===== src/sv/pcac_pkg.sv =====
// pcac_pkg: shared types and constants for the people counter alarm controller
// no dependencies; imported by pcac_core and the top level
package pcac_pkg;

    typedef enum logic [3:0] {
        OP_POLL      = 4'd0,
        OP_BEAM      = 4'd1,
        OP_MODE      = 4'd2,
        OP_DOWN      = 4'd3,
        OP_UP        = 4'd4,
        OP_LINK_UP   = 4'd5,
        OP_LINK_DOWN = 4'd6,
        OP_CLEAR     = 4'd7,
        OP_ALERT     = 4'd8
    } op_t;

    localparam int unsigned CfgIndexWidth = 2;
    localparam int unsigned CfgDataWidth  = 16;

    localparam logic [CfgIndexWidth-1:0] CFG_DEBOUNCE_MS    = 2'd0;
    localparam logic [CfgIndexWidth-1:0] CFG_ALARM_MS       = 2'd1;
    localparam logic [CfgIndexWidth-1:0] CFG_MOTION_QUALIFY = 2'd2;

    localparam logic [15:0] DEBOUNCE_RESET = 16'd200;
    localparam logic [15:0] ALARM_RESET    = 16'd5000;
    localparam logic [3:0]  QUALIFY_RESET  = 4'd5;
    localparam logic [6:0]  LIMIT_RESET    = 7'd5;
    localparam logic [6:0]  LIMIT_STEP     = 7'd10;
    localparam logic [6:0]  LIMIT_TOP      = 7'd100;
    localparam logic [15:0] COUNT_MAX      = 16'hFFFF;

    typedef struct packed {
        logic [3:0]  op;
        logic [31:0] time_ms;
        logic        motion_level;
    } in_t;

    typedef struct packed {
        logic [15:0] people;
        logic [6:0]  limit;
        logic        in_setting;
        logic        alarm_on;
        logic        link_up;
        logic        warn_pulse;
        logic        save_pulse;
    } out_t;

    typedef struct packed {
        logic                     we;
        logic [CfgIndexWidth-1:0] index;
        logic [CfgDataWidth-1:0]  wdata;
    } cfg_wr_t;

endpackage


===== src/sv/pcac_core.sv =====
// pcac_core: configuration registers, controller state and the per-event update
// depends on pcac_pkg
module pcac_core import pcac_pkg::*; (
    input  logic    aclk,
    input  logic    aresetn,
    input  cfg_wr_t cfg_wr,
    input  logic    step,
    input  in_t     item,
    output out_t    result
);

    logic [15:0] debounce_reg, alarm_ms_reg;
    logic [3:0]  qualify_reg;

    logic [15:0] count_reg, count_next;
    logic [6:0]  threshold_reg, threshold_next;
    logic        setting_reg, setting_next;
    logic [3:0]  run_reg, run_next;
    logic        motion_ok_reg, motion_ok_next;
    logic [31:0] last_time_reg, last_time_next;
    logic        alarm_reg, alarm_next;
    logic [31:0] alarm_start_reg, alarm_start_next;
    logic        alarm_done_reg, alarm_done_next;
    logic        link_reg, link_next;
    logic        warn, save;

    always_ff @(posedge aclk) begin
        if (!aresetn) begin
            debounce_reg <= DEBOUNCE_RESET;
            alarm_ms_reg <= ALARM_RESET;
            qualify_reg  <= QUALIFY_RESET;
        end else if (cfg_wr.we) begin
            unique case (cfg_wr.index)
                CFG_DEBOUNCE_MS:    debounce_reg <= cfg_wr.wdata;
                CFG_ALARM_MS:       alarm_ms_reg <= cfg_wr.wdata;
                CFG_MOTION_QUALIFY: qualify_reg  <= cfg_wr.wdata[3:0];
                default: ;
            endcase
        end
    end

    always_comb begin
        logic [31:0] pin_gap;
        logic [31:0] alarm_gap;
        count_next       = count_reg;
        threshold_next   = threshold_reg;
        setting_next     = setting_reg;
        run_next         = run_reg;
        motion_ok_next   = motion_ok_reg;
        last_time_next   = last_time_reg;
        alarm_next       = alarm_reg;
        alarm_start_next = alarm_start_reg;
        alarm_done_next  = alarm_done_reg;
        link_next        = link_reg;
        warn             = 1'b0;
        save             = 1'b0;
        pin_gap          = item.time_ms - last_time_reg;
        alarm_gap        = item.time_ms - alarm_start_reg;

        case (item.op) inside
            OP_POLL: begin
                if (item.motion_level) begin
                    if (run_reg < qualify_reg) run_next = run_reg + 4'd1;
                    if (run_next >= qualify_reg) motion_ok_next = 1'b1;
                end else begin
                    run_next       = '0;
                    motion_ok_next = 1'b0;
                end
                // one-shot start, else the end check on the registered alarm
                if (count_reg > {9'd0, threshold_reg} && !alarm_reg && !alarm_done_reg) begin
                    alarm_next       = 1'b1;
                    alarm_start_next = item.time_ms;
                    alarm_done_next  = 1'b1;
                    warn             = 1'b1;
                end else if (alarm_reg && alarm_gap > {16'd0, alarm_ms_reg}) begin
                    alarm_next = 1'b0;
                end
            end
            OP_BEAM, OP_MODE, OP_DOWN, OP_UP: begin
                if (pin_gap > {16'd0, debounce_reg}) begin
                    last_time_next = item.time_ms;
                    case (item.op)
                        OP_BEAM: begin
                            if (motion_ok_reg && !setting_reg && count_reg != COUNT_MAX)
                                count_next = count_reg + 16'd1;
                        end
                        OP_MODE: begin
                            save         = setting_reg;
                            setting_next = !setting_reg;
                        end
                        OP_DOWN: begin
                            if (setting_reg) begin
                                threshold_next = (threshold_reg < LIMIT_STEP) ? LIMIT_TOP
                                               : threshold_reg - LIMIT_STEP;
                            end else begin
                                count_next      = '0;
                                alarm_done_next = 1'b0;
                            end
                        end
                        default: begin
                            if (setting_reg)
                                threshold_next = (threshold_reg < LIMIT_TOP)
                                               ? threshold_reg + LIMIT_STEP : 7'd0;
                        end
                    endcase
                end
            end
            OP_LINK_UP:   link_next = 1'b1;
            OP_LINK_DOWN: link_next = 1'b0;
            OP_CLEAR: begin
                count_next      = '0;
                alarm_done_next = 1'b0;
            end
            OP_ALERT: begin
                alarm_next       = 1'b1;
                alarm_start_next = item.time_ms;
                alarm_done_next  = 1'b1;
            end
            default: ;
        endcase
    end

    always_ff @(posedge aclk) begin
        if (!aresetn) begin
            count_reg       <= '0;
            threshold_reg   <= LIMIT_RESET;
            setting_reg     <= 1'b0;
            run_reg         <= '0;
            motion_ok_reg   <= 1'b0;
            last_time_reg   <= '0;
            alarm_reg       <= 1'b0;
            alarm_start_reg <= '0;
            alarm_done_reg  <= 1'b0;
            link_reg        <= 1'b0;
        end else if (step) begin
            count_reg       <= count_next;
            threshold_reg   <= threshold_next;
            setting_reg     <= setting_next;
            run_reg         <= run_next;
            motion_ok_reg   <= motion_ok_next;
            last_time_reg   <= last_time_next;
            alarm_reg       <= alarm_next;
            alarm_start_reg <= alarm_start_next;
            alarm_done_reg  <= alarm_done_next;
            link_reg        <= link_next;
        end
    end

    assign result = '{
        people:     count_next,
        limit:      threshold_next,
        in_setting: setting_next,
        alarm_on:   alarm_next,
        link_up:    link_next,
        warn_pulse: warn,
        save_pulse: save
    };

endmodule


===== src/sv/people_counter_alarm_controller_unit.sv =====
// people counter alarm controller, top level: input register, update core, result register
// depends on pcac_pkg and pcac_core
// a transaction accepted into the input register updates state in pcac_core and is then held in the result register
// throughput: one transaction per cycle unless a result waits for m_ready; pcac_core updates its state on each advance
// a result waiting for m_ready holds the next event in the input register,
// and s_ready drops once both registers are full and m_ready is low
// reset: synchronous active-low aresetn empties both registers and restores state
module people_counter_alarm_controller_unit import pcac_pkg::*; (
    input  logic                     aclk,
    input  logic                     aresetn,
    // configuration write port
    input  logic                     cfg_we,
    input  logic [CfgIndexWidth-1:0] cfg_index,
    input  logic [CfgDataWidth-1:0]  cfg_wdata,
    // event channel
    input  logic                     s_valid,
    output logic                     s_ready,
    input  in_t                      s_data,
    // result channel
    output logic                     m_valid,
    input  logic                     m_ready,
    output out_t                     m_data
);

    // input register holding one event transaction
    logic in_valid_reg;
    in_t  in_data_reg;

    // result register
    logic out_valid_reg;
    out_t out_data_reg;

    logic    advance;   // event leaves the input register and updates state
    out_t    result;
    cfg_wr_t cfg_wr;

    // result register can take a new result when empty or being drained
    assign advance = in_valid_reg && (!out_valid_reg || m_ready);
    // input register frees up when empty or when its event moves on
    assign s_ready = !in_valid_reg || !out_valid_reg || m_ready;

    assign cfg_wr = '{we: cfg_we, index: cfg_index, wdata: cfg_wdata};

    always_ff @(posedge aclk) begin
        if (!aresetn) begin
            in_valid_reg <= 1'b0;
        end else if (s_ready) begin
            in_valid_reg <= s_valid;
        end
    end

    // payload needs no reset
    always_ff @(posedge aclk) begin
        if (s_ready && s_valid) begin
            in_data_reg <= s_data;
        end
    end

    pcac_core u_core (
        .aclk    (aclk),
        .aresetn (aresetn),
        .cfg_wr  (cfg_wr),
        .step    (advance),
        .item    (in_data_reg),
        .result  (result)
    );

    always_ff @(posedge aclk) begin
        if (!aresetn) begin
            out_valid_reg <= 1'b0;
        end else if (advance) begin
            out_valid_reg <= 1'b1;
        end else if (m_ready) begin
            out_valid_reg <= 1'b0;
        end
    end

    always_ff @(posedge aclk) begin
        if (advance) begin
            out_data_reg <= result;
        end
    end

    assign m_valid = out_valid_reg;
    assign m_data  = out_data_reg;

endmodule

===== config.mk =====
export PLATFORM = sky130hd
export DESIGN_NAME = people_counter_alarm_controller_unit
export DESIGN_NICKNAME = d
export VERILOG_FILES = /design/src/sv/pcac_pkg.sv /design/src/sv/pcac_core.sv /design/src/sv/people_counter_alarm_controller_unit.sv
export SDC_FILE = /design/constraint.sdc
export NUM_CORES = 1
export LEC_CHECK = 0
export ABC_AREA = 0
export BUFFER_PORTS_ARGS = -buffer_cell sky130_fd_sc_hd__buf_2
export CORE_MARGIN = 2
export CORE_UTILIZATION = 38
export CTS_BUF_LIST = sky130_fd_sc_hd__clkbuf_16
export DETAILED_ROUTE_END_ITERATION = 16
export GPL_ROUTABILITY_DRIVEN = 0
export GPL_TIMING_DRIVEN = 0
export HOLD_SLACK_MARGIN = 0.06
export PLACE_DENSITY = 0.56
export SLEW_MARGIN = 10
export SYNTH_ARGS = -nofsm -noshare
export SYNTH_HDL_FRONTEND = slang
export SYNTH_HIERARCHICAL = 1
export SYNTH_SLANG_ARGS = --single-unit

===== constraint.sdc =====
create_clock -name aclk -period 4.7 [get_ports aclk]
set_clock_uncertainty 0.05 [all_clocks]
set_input_delay 0.705 -clock aclk [delete_from_list [all_inputs] [get_ports aclk]]
set_output_delay 0.705 -clock aclk [all_outputs]
set_load 0.02 [all_outputs]

* Word level (Yosys, flattened, before mapping)
Cells that the tools add are included.
Operators by class: magnitude comparators 7, multiplexer cells 59, reduce and logical (&&, ||, !) cells 31, equality and inequality tests 22, bitwise operators 4, add/subtract/negate cells 6
Operators by type and width (number):
- 32-bit two-way mux | 7
- 16-bit two-way mux | 8
- 32-bit by 16-bit greater-than comparator with 1-bit output | 2
- 32-bit subtractor | 2
- 7-bit two-way mux | 7
- 16-bit one-hot mux with 2 select lines | 1
- 1-bit two-way mux | 31
- 16-bit by 1-bit adder with 16-bit output, second input constant | 1
- 4-bit by 3-bit equality test with 1-bit output, second input constant | 4
- 16-bit by 7-bit greater-than comparator with 1-bit output | 1
- 4-bit two-way mux | 4
- 16-bit inequality test, second input constant | 1
- 7-bit one-hot mux with 2 select lines | 1
- 2-bit by 1-bit inequality test with 1-bit output, second input constant | 5
- 4-bit by 2-bit equality test with 1-bit output, second input constant | 2
- 2-bit AND reduction | 4
- 8-bit AND reduction | 1
- 4-bit OR reduction | 2
- 7-bit by 4-bit adder with 7-bit output, second input constant | 1
- 1-bit logical AND | 7
- 7-bit by 4-bit < comparator with 1-bit output, second input constant | 1
- 7-bit < comparator, second input constant | 1
- 7-bit AND reduction | 1
- 7-bit by 4-bit subtractor with 7-bit output, second input constant | 1
- other kinds (21) | 33
Word-level totals: output and inout port bits 30, logic and storage cells 154, input bits 60, flip-flop bits (word level) 199

* Logic depth before layout (Yosys ltp)
Gate-level depths: netlist of run 1.
depth in word-level cells 8, gate-level depth with buffers 23, gate-level depth less buffers 22

* Cells and area by module
Netlist of run 1, hierarchy kept.
By module, submodules not included:
- pcac_core | instances 1, area an instance 11044.3 um2, cells each 1465, seq. area each 2642.5 um2
- people_counter_alarm_controller_unit | instances 1, area an instance 2055.7 um2, cells each 74, seq. area each 1991.9 um2

* Worst setup path before layout of run 1
Ideal clock, no wire load.
kind reg-to-reg, from reg in_data_reg[1] in the netlist's numbering, to reg out_data_reg, in the netlist m_data[4] (data pin), data required time 4.399 ns, path buffers 2, path slack 0.033 ns, arrival time 4.366 ns, stages on the path, launching flop included 22, clock period less this slack 4.667 ns, setup time 0.251 ns, cells stage by stage edfxtp_1 inv_1 ha_1 fa_1 nand2b_1 a21oi_1 o21ai_0 and2_1 nor2_1 nor2_1 xnor2_1 ha_1 nand4_1 or4_1 nor2_1 o221ai_1 nor4_1 nand4b_2 and2_1 buf_2 mux2_2 buf_4
On the way: longest elaborated chain between the ends 5
RTL lines:
- start, declared | RTL line people_counter_alarm_controller_unit.sv:27 | in_t in_data_reg;
- start signal, assigned | RTL line people_counter_alarm_controller_unit.sv:55 | in_data_reg <= s_data;
- 32-bit subtractor | RTL line pcac_core.sv:57 | pin_gap = item.time_ms - last_time_reg;
- 32-bit by 16-bit greater-than comparator with 1-bit output | RTL line pcac_core.sv:80 | if (pin_gap > {16'd0, debounce_reg}) begin
- 1-bit two-way mux | RTL line pcac_core.sv:80
- 1-bit two-way mux (2 in a row) | RTL line pcac_core.sv:60 | case (item.op) inside
- via u_core.setting_next | RTL line pcac_core.sv:17 | logic setting_reg, setting_next;
- end signal, assigned | RTL line people_counter_alarm_controller_unit.sv:80 | out_data_reg <= result;
- end, declared | RTL line people_counter_alarm_controller_unit.sv:31 | out_t out_data_reg;
The timed path passes the listed nets, and every way through them passes these cells. A chain may end at the register's enable or synchronous reset.

==> flow_summary.yaml, run 1 <==
global_route:
  antenna_found_initial: 1
  grt_max_degree: 24
  grt_usage_pct: 19.9
  grt_pass1_wl_um: 56400
  gr-total-overflow: 0
  first_global_vias: 10700
worst_setup_path:
  cp_num_cells: 18
  crit_buf_inv: 2
  path_cells: "ha_1, nor2b_4, o2111ai_4, a21oi_4, a211o_4, a21oi_4, xnor2_2, ha_1, nand4_1, or4_4, nor2_4, o221ai_2, nor4_4, nand4b_4, buf_6, o211ai_4, buf_6, a22o_1"
  crit_family: "simple AND/OR/NAND/NOR gates"
  reg2reg_from: "in_data_reg[2]"
  crit_path_top_delay_cell: "or4_4"
  cp_max_fo: 10
  crit_start: "in_data_reg[2]"
  crit_required_ns: 4.98
  reg2reg_depth: 18
  criticalPathCategory: "flip-flop to flip-flop"
  crit_path_start_kind: "flip-flop"
  cp-end-kind: "flip-flop"
  crit_path_max_incr_delay_ns: 0.60
  crit_arrival_ns: 5.04
detailed_routing:
  drc: 0
  wl_um: 35800
  firstDrtPassIters: 5
  dr.first_iter.drc_count: 720
  avgRoutedWirePerCell_um: 16.7
  via_per_inst: 5.37
  ant_nets: 0
  num_vias: 11500
min_path:
  min_path_cells: 1
  hold_path_class: "input pin to flip-flop"
  hold_path.startpoint: "s_data[8]"
sta:
  worstMarginPinSlew_ns: 1.11
  rsz0062_at_grt: "true"
  hold_ws_ns: 0.361
  fmax_mhz: 210
  period_share_pct: 101
  setup_viol: 19
  drv_slew: 0
  min_period_ns: 4.76
  slew_headroom_pct: 26.1
  fin_ws_ns: -0.0613
  finalHoldViolCount: 0
floorplan:
  core_mm2: 0.0337
  dieArea_mm2: 0.0360
  initial_core_util_pct: 38.9
  pin_count: 90
  dieHeight_um: 190
  die_x_um: 190
  num_rows: 67
placed_design:
  portBuffers: 89
  dp_hpwl_um: 27500
  dp.cells: 2079
yosys:
  synth_top_area_share_pct: 20.5
  synth_top_area_cell: "dfxtp_1"
  ys_seq_area_share_pct: 35.4
  postSynth.asyncResetShare_pct: 0
  syn-num-nets: 1714
  ys_seq_elements: 199
  yosys_warnings: 6
  synth_ff_type: "dfxtp_1"
  avgSynthCellArea_um2: 8.51
  synthCells: 1539
  synth_edf_count: 65
  synth_cell_types: 81
  synthTopCellsByArea: "dfxtp_1 20%, edfxtp_1 15%, ha_1 11%"
  syn-cell-area_mm2: 0.0131
cells_and_area:
  area_growth_pct: 18.9
  layout_common_cells: "159 x nand2_1, 134 x dfxtp_1, 132 x inv_1"
  diodes: 0
  fin_nets: 1862
  mostFrequentLayoutCell: "nand2_1"
  final_cells: 2148
  largest_reg_flops: 37
  final_layout_size_suffix_gt1_share_pct: 16.1
  final_util_pct: 46.2
clock_network:
  clk_pin_slew_worst_paths_ns: 0.08
  clock_latency_ns: 0.46
  postCtsHoldBufs: 0
  clockBufferDepth: 2
  cts_buffers: 17
  cts_tree: "yes"
  clock-root-buffer: "clkbuf_16"
  cts.sinks: 199
  htree_levels: 4
power_and_ir_drop:
  cellPowerDensity_mw_per_mm2: 268
  irDropWorstVdd_v: 0.000271
  p_leak_nw: 6.36
  total_power_w: 0.00418
outcome:
  status: "finished with violations"
  violations: "setup timing"
flow_run:
  max_cap_violations: 0
[cells by family (layout without fill, tap and decap cells)]
logic type	after synthesis	in the layout	share of synthesized area [%]
and+or+nand+nor	482	482	17.5
AOI/OAI and AO/OA	426	426	21.2
buffers and inverters	200	361	6.28
DFF	199	199	35.4
adders and majority gates	115	115	11.1
muxes	70	70	5.38
xor gates and xnor gates	47	47	3.14
[timing repair]
item	in CTS	in global routing
cloned	0	1
endpoints found under the setup margin	84	82
gates resized for setup	68	57
setup buffers	18	23
pin swaps	43	50
[metal layers]
metal	share of wire (%)	wire length [µm]	up-vias	GRT usage (%)
li1	-	-	5813	-
met1	46	16400	5404	25.7
met2	47	16800	265	33.1
met3	3.6	1270	63	2.79
met4	3.8	1350	0	8.83
met5	0	0	-	0
[final timing paths]
check                           slack (ns)                 endpoint
worst min-delay path                  0.36           in_data_reg[8]
worst max-delay path                 -0.06               m_data[18]
worst min register to register        0.41  u_core/debounce_reg[15]
worst max register to register       -0.06               m_data[18]
[cells in the mapped netlist, types with 13 or more instances]
library cell / instances
a211oi_1: 14
a21boi_0: 13
a21o_1: 26
a21oi_1: 116
a22o_1: 33
a31oi_1: 13
clkbuf_1: 44
dfxtp_1: 134
edfxtp_1: 65
ha_1: 113
inv_1: 132
mux2i_1: 67
nand2_1: 160
nand2b_1: 16
nand3_1: 29
nand4_1: 30
nor2_1: 128
nor2b_1: 35
nor3_1: 25
o211ai_1: 27
o21a_1: 15
o21ai_0: 92
xnor2_1: 28
xor2_1: 19
[report_power, final]
group	internal, W	total (W)	switching, W
registers	0.00183	0.00187	0.0000432
logic	0.000347	0.000841	0.000495
clock network	0.000743	0.00147	0.000725
[per-stage QoR]
stage | TNS [ns] | cell area [µm²] | setup slack [ns]
2_1_floorplan | 0 | 13100 | 0.0327
3_5_place_dp | -65.75 | 14200 | -0.972
6_report | -0.728 | 15600 | -0.0613
3_3_place_gp | -65.33 | 14100 | -0.935
4_1_cts | -0.00912 | 15200 | -0.00912
5_1_grt | -15.83 | 15600 | -0.288
[area by class of cell]
class                           instances  area, µm²
Fill cell                            3350      18100
Multi-Input combinational cell       1140       8140
Sequential cell                       199       4630
Timing Repair Buffer                  133        835
Tap cell                              448        561
Inverter                              133        502
Clock buffer                           17        425
Buffer                                 63        334
Clock inverter                         15        140
(Power assumes the default switching activity.)
==> run 2: changes to the inputs <==
--- a/config.mk
+++ b/config.mk
@@ -7,14 +7,16 @@
 export LEC_CHECK = 0
 export ABC_AREA = 0
 export BUFFER_PORTS_ARGS = -buffer_cell sky130_fd_sc_hd__buf_2
+export CELL_PAD_IN_SITES_DETAIL_PLACEMENT = 2
+export CELL_PAD_IN_SITES_GLOBAL_PLACEMENT = 2
 export CORE_MARGIN = 2
-export CORE_UTILIZATION = 38
+export CORE_UTILIZATION = 34
 export CTS_BUF_LIST = sky130_fd_sc_hd__clkbuf_16
 export DETAILED_ROUTE_END_ITERATION = 16
 export GPL_ROUTABILITY_DRIVEN = 0
 export GPL_TIMING_DRIVEN = 0
 export HOLD_SLACK_MARGIN = 0.06
-export PLACE_DENSITY = 0.56
+export PLACE_DENSITY = 0.77
 export SLEW_MARGIN = 10
 export SYNTH_ARGS = -nofsm -noshare
 export SYNTH_HDL_FRONTEND = slang
==> run 2 against run 1 <==
  * The flow still finishes with violations (setup timing)
  * Die area rose by 12%
  * Count of clock-buffer cells in the layout rose by 2
  * Non-clock buffer count rose by 27
  * Final cell count rose by 4.2%
  * Power rose by 4.2%
  * First-iteration DRC count fell by 30%
  * Critical path depth did not move
  * Core utilization fell by 3.0 points
  * Clock power barely moved
  * Cell area rose by 4.9%
  * Flip-flop and latch count did not move
  * Largest cell class unchanged
  * Critical path type unchanged
==> flow_summary.yaml, run 2 (synthesized netlist as in run 1, its figures left out) <==
outcome:
  status: "finished with violations"
  violations: "setup timing"
floorplan:
  core_mm2: 0.0378
  dieHeight_um: 200
  pin_count: 90
  initial_core_util_pct: 34.6
  dieArea_mm2: 0.0401
  num_rows: 71
  die_x_um: 200
cells_and_area:
  area_growth_pct: 24.7
  fin_nets: 1889
  fin_area_mm2: 0.0163
  layout_common_cells: "158 x nand2_1, 133 x dfxtp_1, 132 x inv_1"
  mostFrequentLayoutCell: "nand2_1"
  largest_reg_flops: 37
  final_layout_size_suffix_gt1_share_pct: 19.7
  diodes: 0
worst_setup_path:
  crit_path_start_kind: "flip-flop"
  crit_path_end: "u_core/last_time_reg[9]"
  crit_path_max_incr_delay_ns: 0.52
  crit_required_ns: 5.00
  crit_arrival_ns: 5.10
  r2r_end: "u_core/last_time_reg[9]"
  cp-end-kind: "flip-flop"
  criticalPathCategory: "flip-flop to flip-flop"
  path_cells: "ha_1, nand2_1, o21ai_0, a21o_1, xnor2_2, ha_1, nand4_1, or4_4, nor2_4, o221ai_2, nor4_2, nand4b_2, buf_6, nand3_4, buf_12, buf_16, mux2i_2, nor2_1"
  worst_path_most_repeated_cell: "ha_1"
  crit_path_top_delay_cell: "o21ai_0"
  cp_max_fo: 7
  crit_start: "in_data_reg[13]"
  reg2reg_depth: 18
  worst-r2r-setup-slack_ns: -0.10
  reg2reg_from: "in_data_reg[13]"
sta:
  drv_slew: 0
  min_period_ns: 4.80
  fin_ws_ns: -0.103
  slew_headroom_pct: 19.9
  period_share_pct: 102
  setup_viol: 60
  worstMarginPinSlew_ns: 1.17
  rsz0062_at_grt: "true"
  finalHoldViolCount: 0
  fmax_mhz: 208
placed_design:
  portBuffers: 89
  dp_slack_ns: -1.12
  dp_hpwl_um: 34900
  place_area_mm2: 0.0143
clock_network:
  cts_buffers: 17
  htree_levels: 4
  clock_latency_ns: 0.48
  postCtsHoldBufs: 0
  clockBufferDepth: 2
  clk_pin_slew_worst_paths_ns: 0.07
  cts.sinks: 199
  clock-root-buffer: "clkbuf_16"
  cts_tree: "yes"
power_and_ir_drop:
  irDropWorstVdd_v: 0.000479
  p_leak_nw: 6.56
  cellPowerDensity_mw_per_mm2: 267
  total_power_w: 0.00436
global_route:
  grt_usage_pct: 24.1
  grt_max_degree: 30
  grt_pass1_wl_um: 76300
  first_global_vias: 13500
  gr-total-overflow: 0
  antenna_found_initial: 0
detailed_routing:
  wl_um: 50100
  avgRoutedWirePerCell_um: 22.4
  via_per_inst: 5.55
  firstDrtPassIters: 5
  ant_nets: 0
  drc: 0
  dr.first_iter.drc_count: 505
  num_vias: 12400
flow_run:
  max_cap_violations: 0
min_path:
  hold_path_class: "input pin to flip-flop"
## run 2: critical path, delay by kind of cell (launching register included)
family                   cells  cell delay (ns)
AND/OR/NAND/NOR              8             1.67
AO/OA/AOI/OAI                3             0.86
adder cells (fa/ha/maj)      2             0.83
flip-flops                   1             0.48
buffers and inverters        3             0.45
multiplexers                 1             0.22
XOR/XNOR                     1             0.10
## run 2: repair_timing
item / CTS / global route
resized for setup: 149 / 60
setup buffers: 41 / 18
pin swaps: 75 / 60
cloned: 6 / 3
endpoints found under the setup margin: 84 / 84
## run 2: final cells by class
class                   instances  area, µm²
flip-flops and latches        199       4640
repair buffers                159       1230
well taps                     511        639
multi-input cells            1140       8360
clock inverters                13        103
clock buffers                  19        475
plain buffers                  64        394
fillers                      4152      21500
inverters                     133        502
## run 2: routing by layer
layer / part of all wire (%) / global-route usage, % / routed length [µm]
met2: 52 / 45.1 / 26200
met4: 3.1 / 7.67 / 1570
met5: 0 / 0 / 0
met3: 2.5 / 3.71 / 1260
met1: 42 / 28.0 / 21100
## run 2: worst min path at each step
stage,from,end,cells past startpoint
finish,s_data[9],in_data_reg[9],1
global route,s_data[27],in_data_reg[27],1
detailed placement,u_core/debounce_reg[10],u_core/debounce_reg[10],2
CTS,s_data[27],in_data_reg[27],1
floorplan,u_core/motion_ok_reg,u_core/motion_ok_reg,2
global placement,u_core/alarm_ms_reg[4],u_core/alarm_ms_reg[4],2
## run 2: through the flow
stage	hold slack, ns	instances	setup TNS [ns]	utilization (%)
after floorplan	0.380	1539	0	-
after global placement	0.395	2139	-75.63	37.5
after detailed placement	0.409	2142	-79.46	37.7
after CTS	0.319	2218	-7.99	42.0
after global routing	0.322	2238	-12.59	43.2
final	0.350	2238	-1.89	43.2
## run 2: report_power, final
part           switching [W]  leakage, nW  total (W)  internal, W
sequential         0.0000494         1.70    0.00188      0.00183
combinational       0.000588         4.57   0.000986     0.000398
clock               0.000706        0.291    0.00149     0.000787
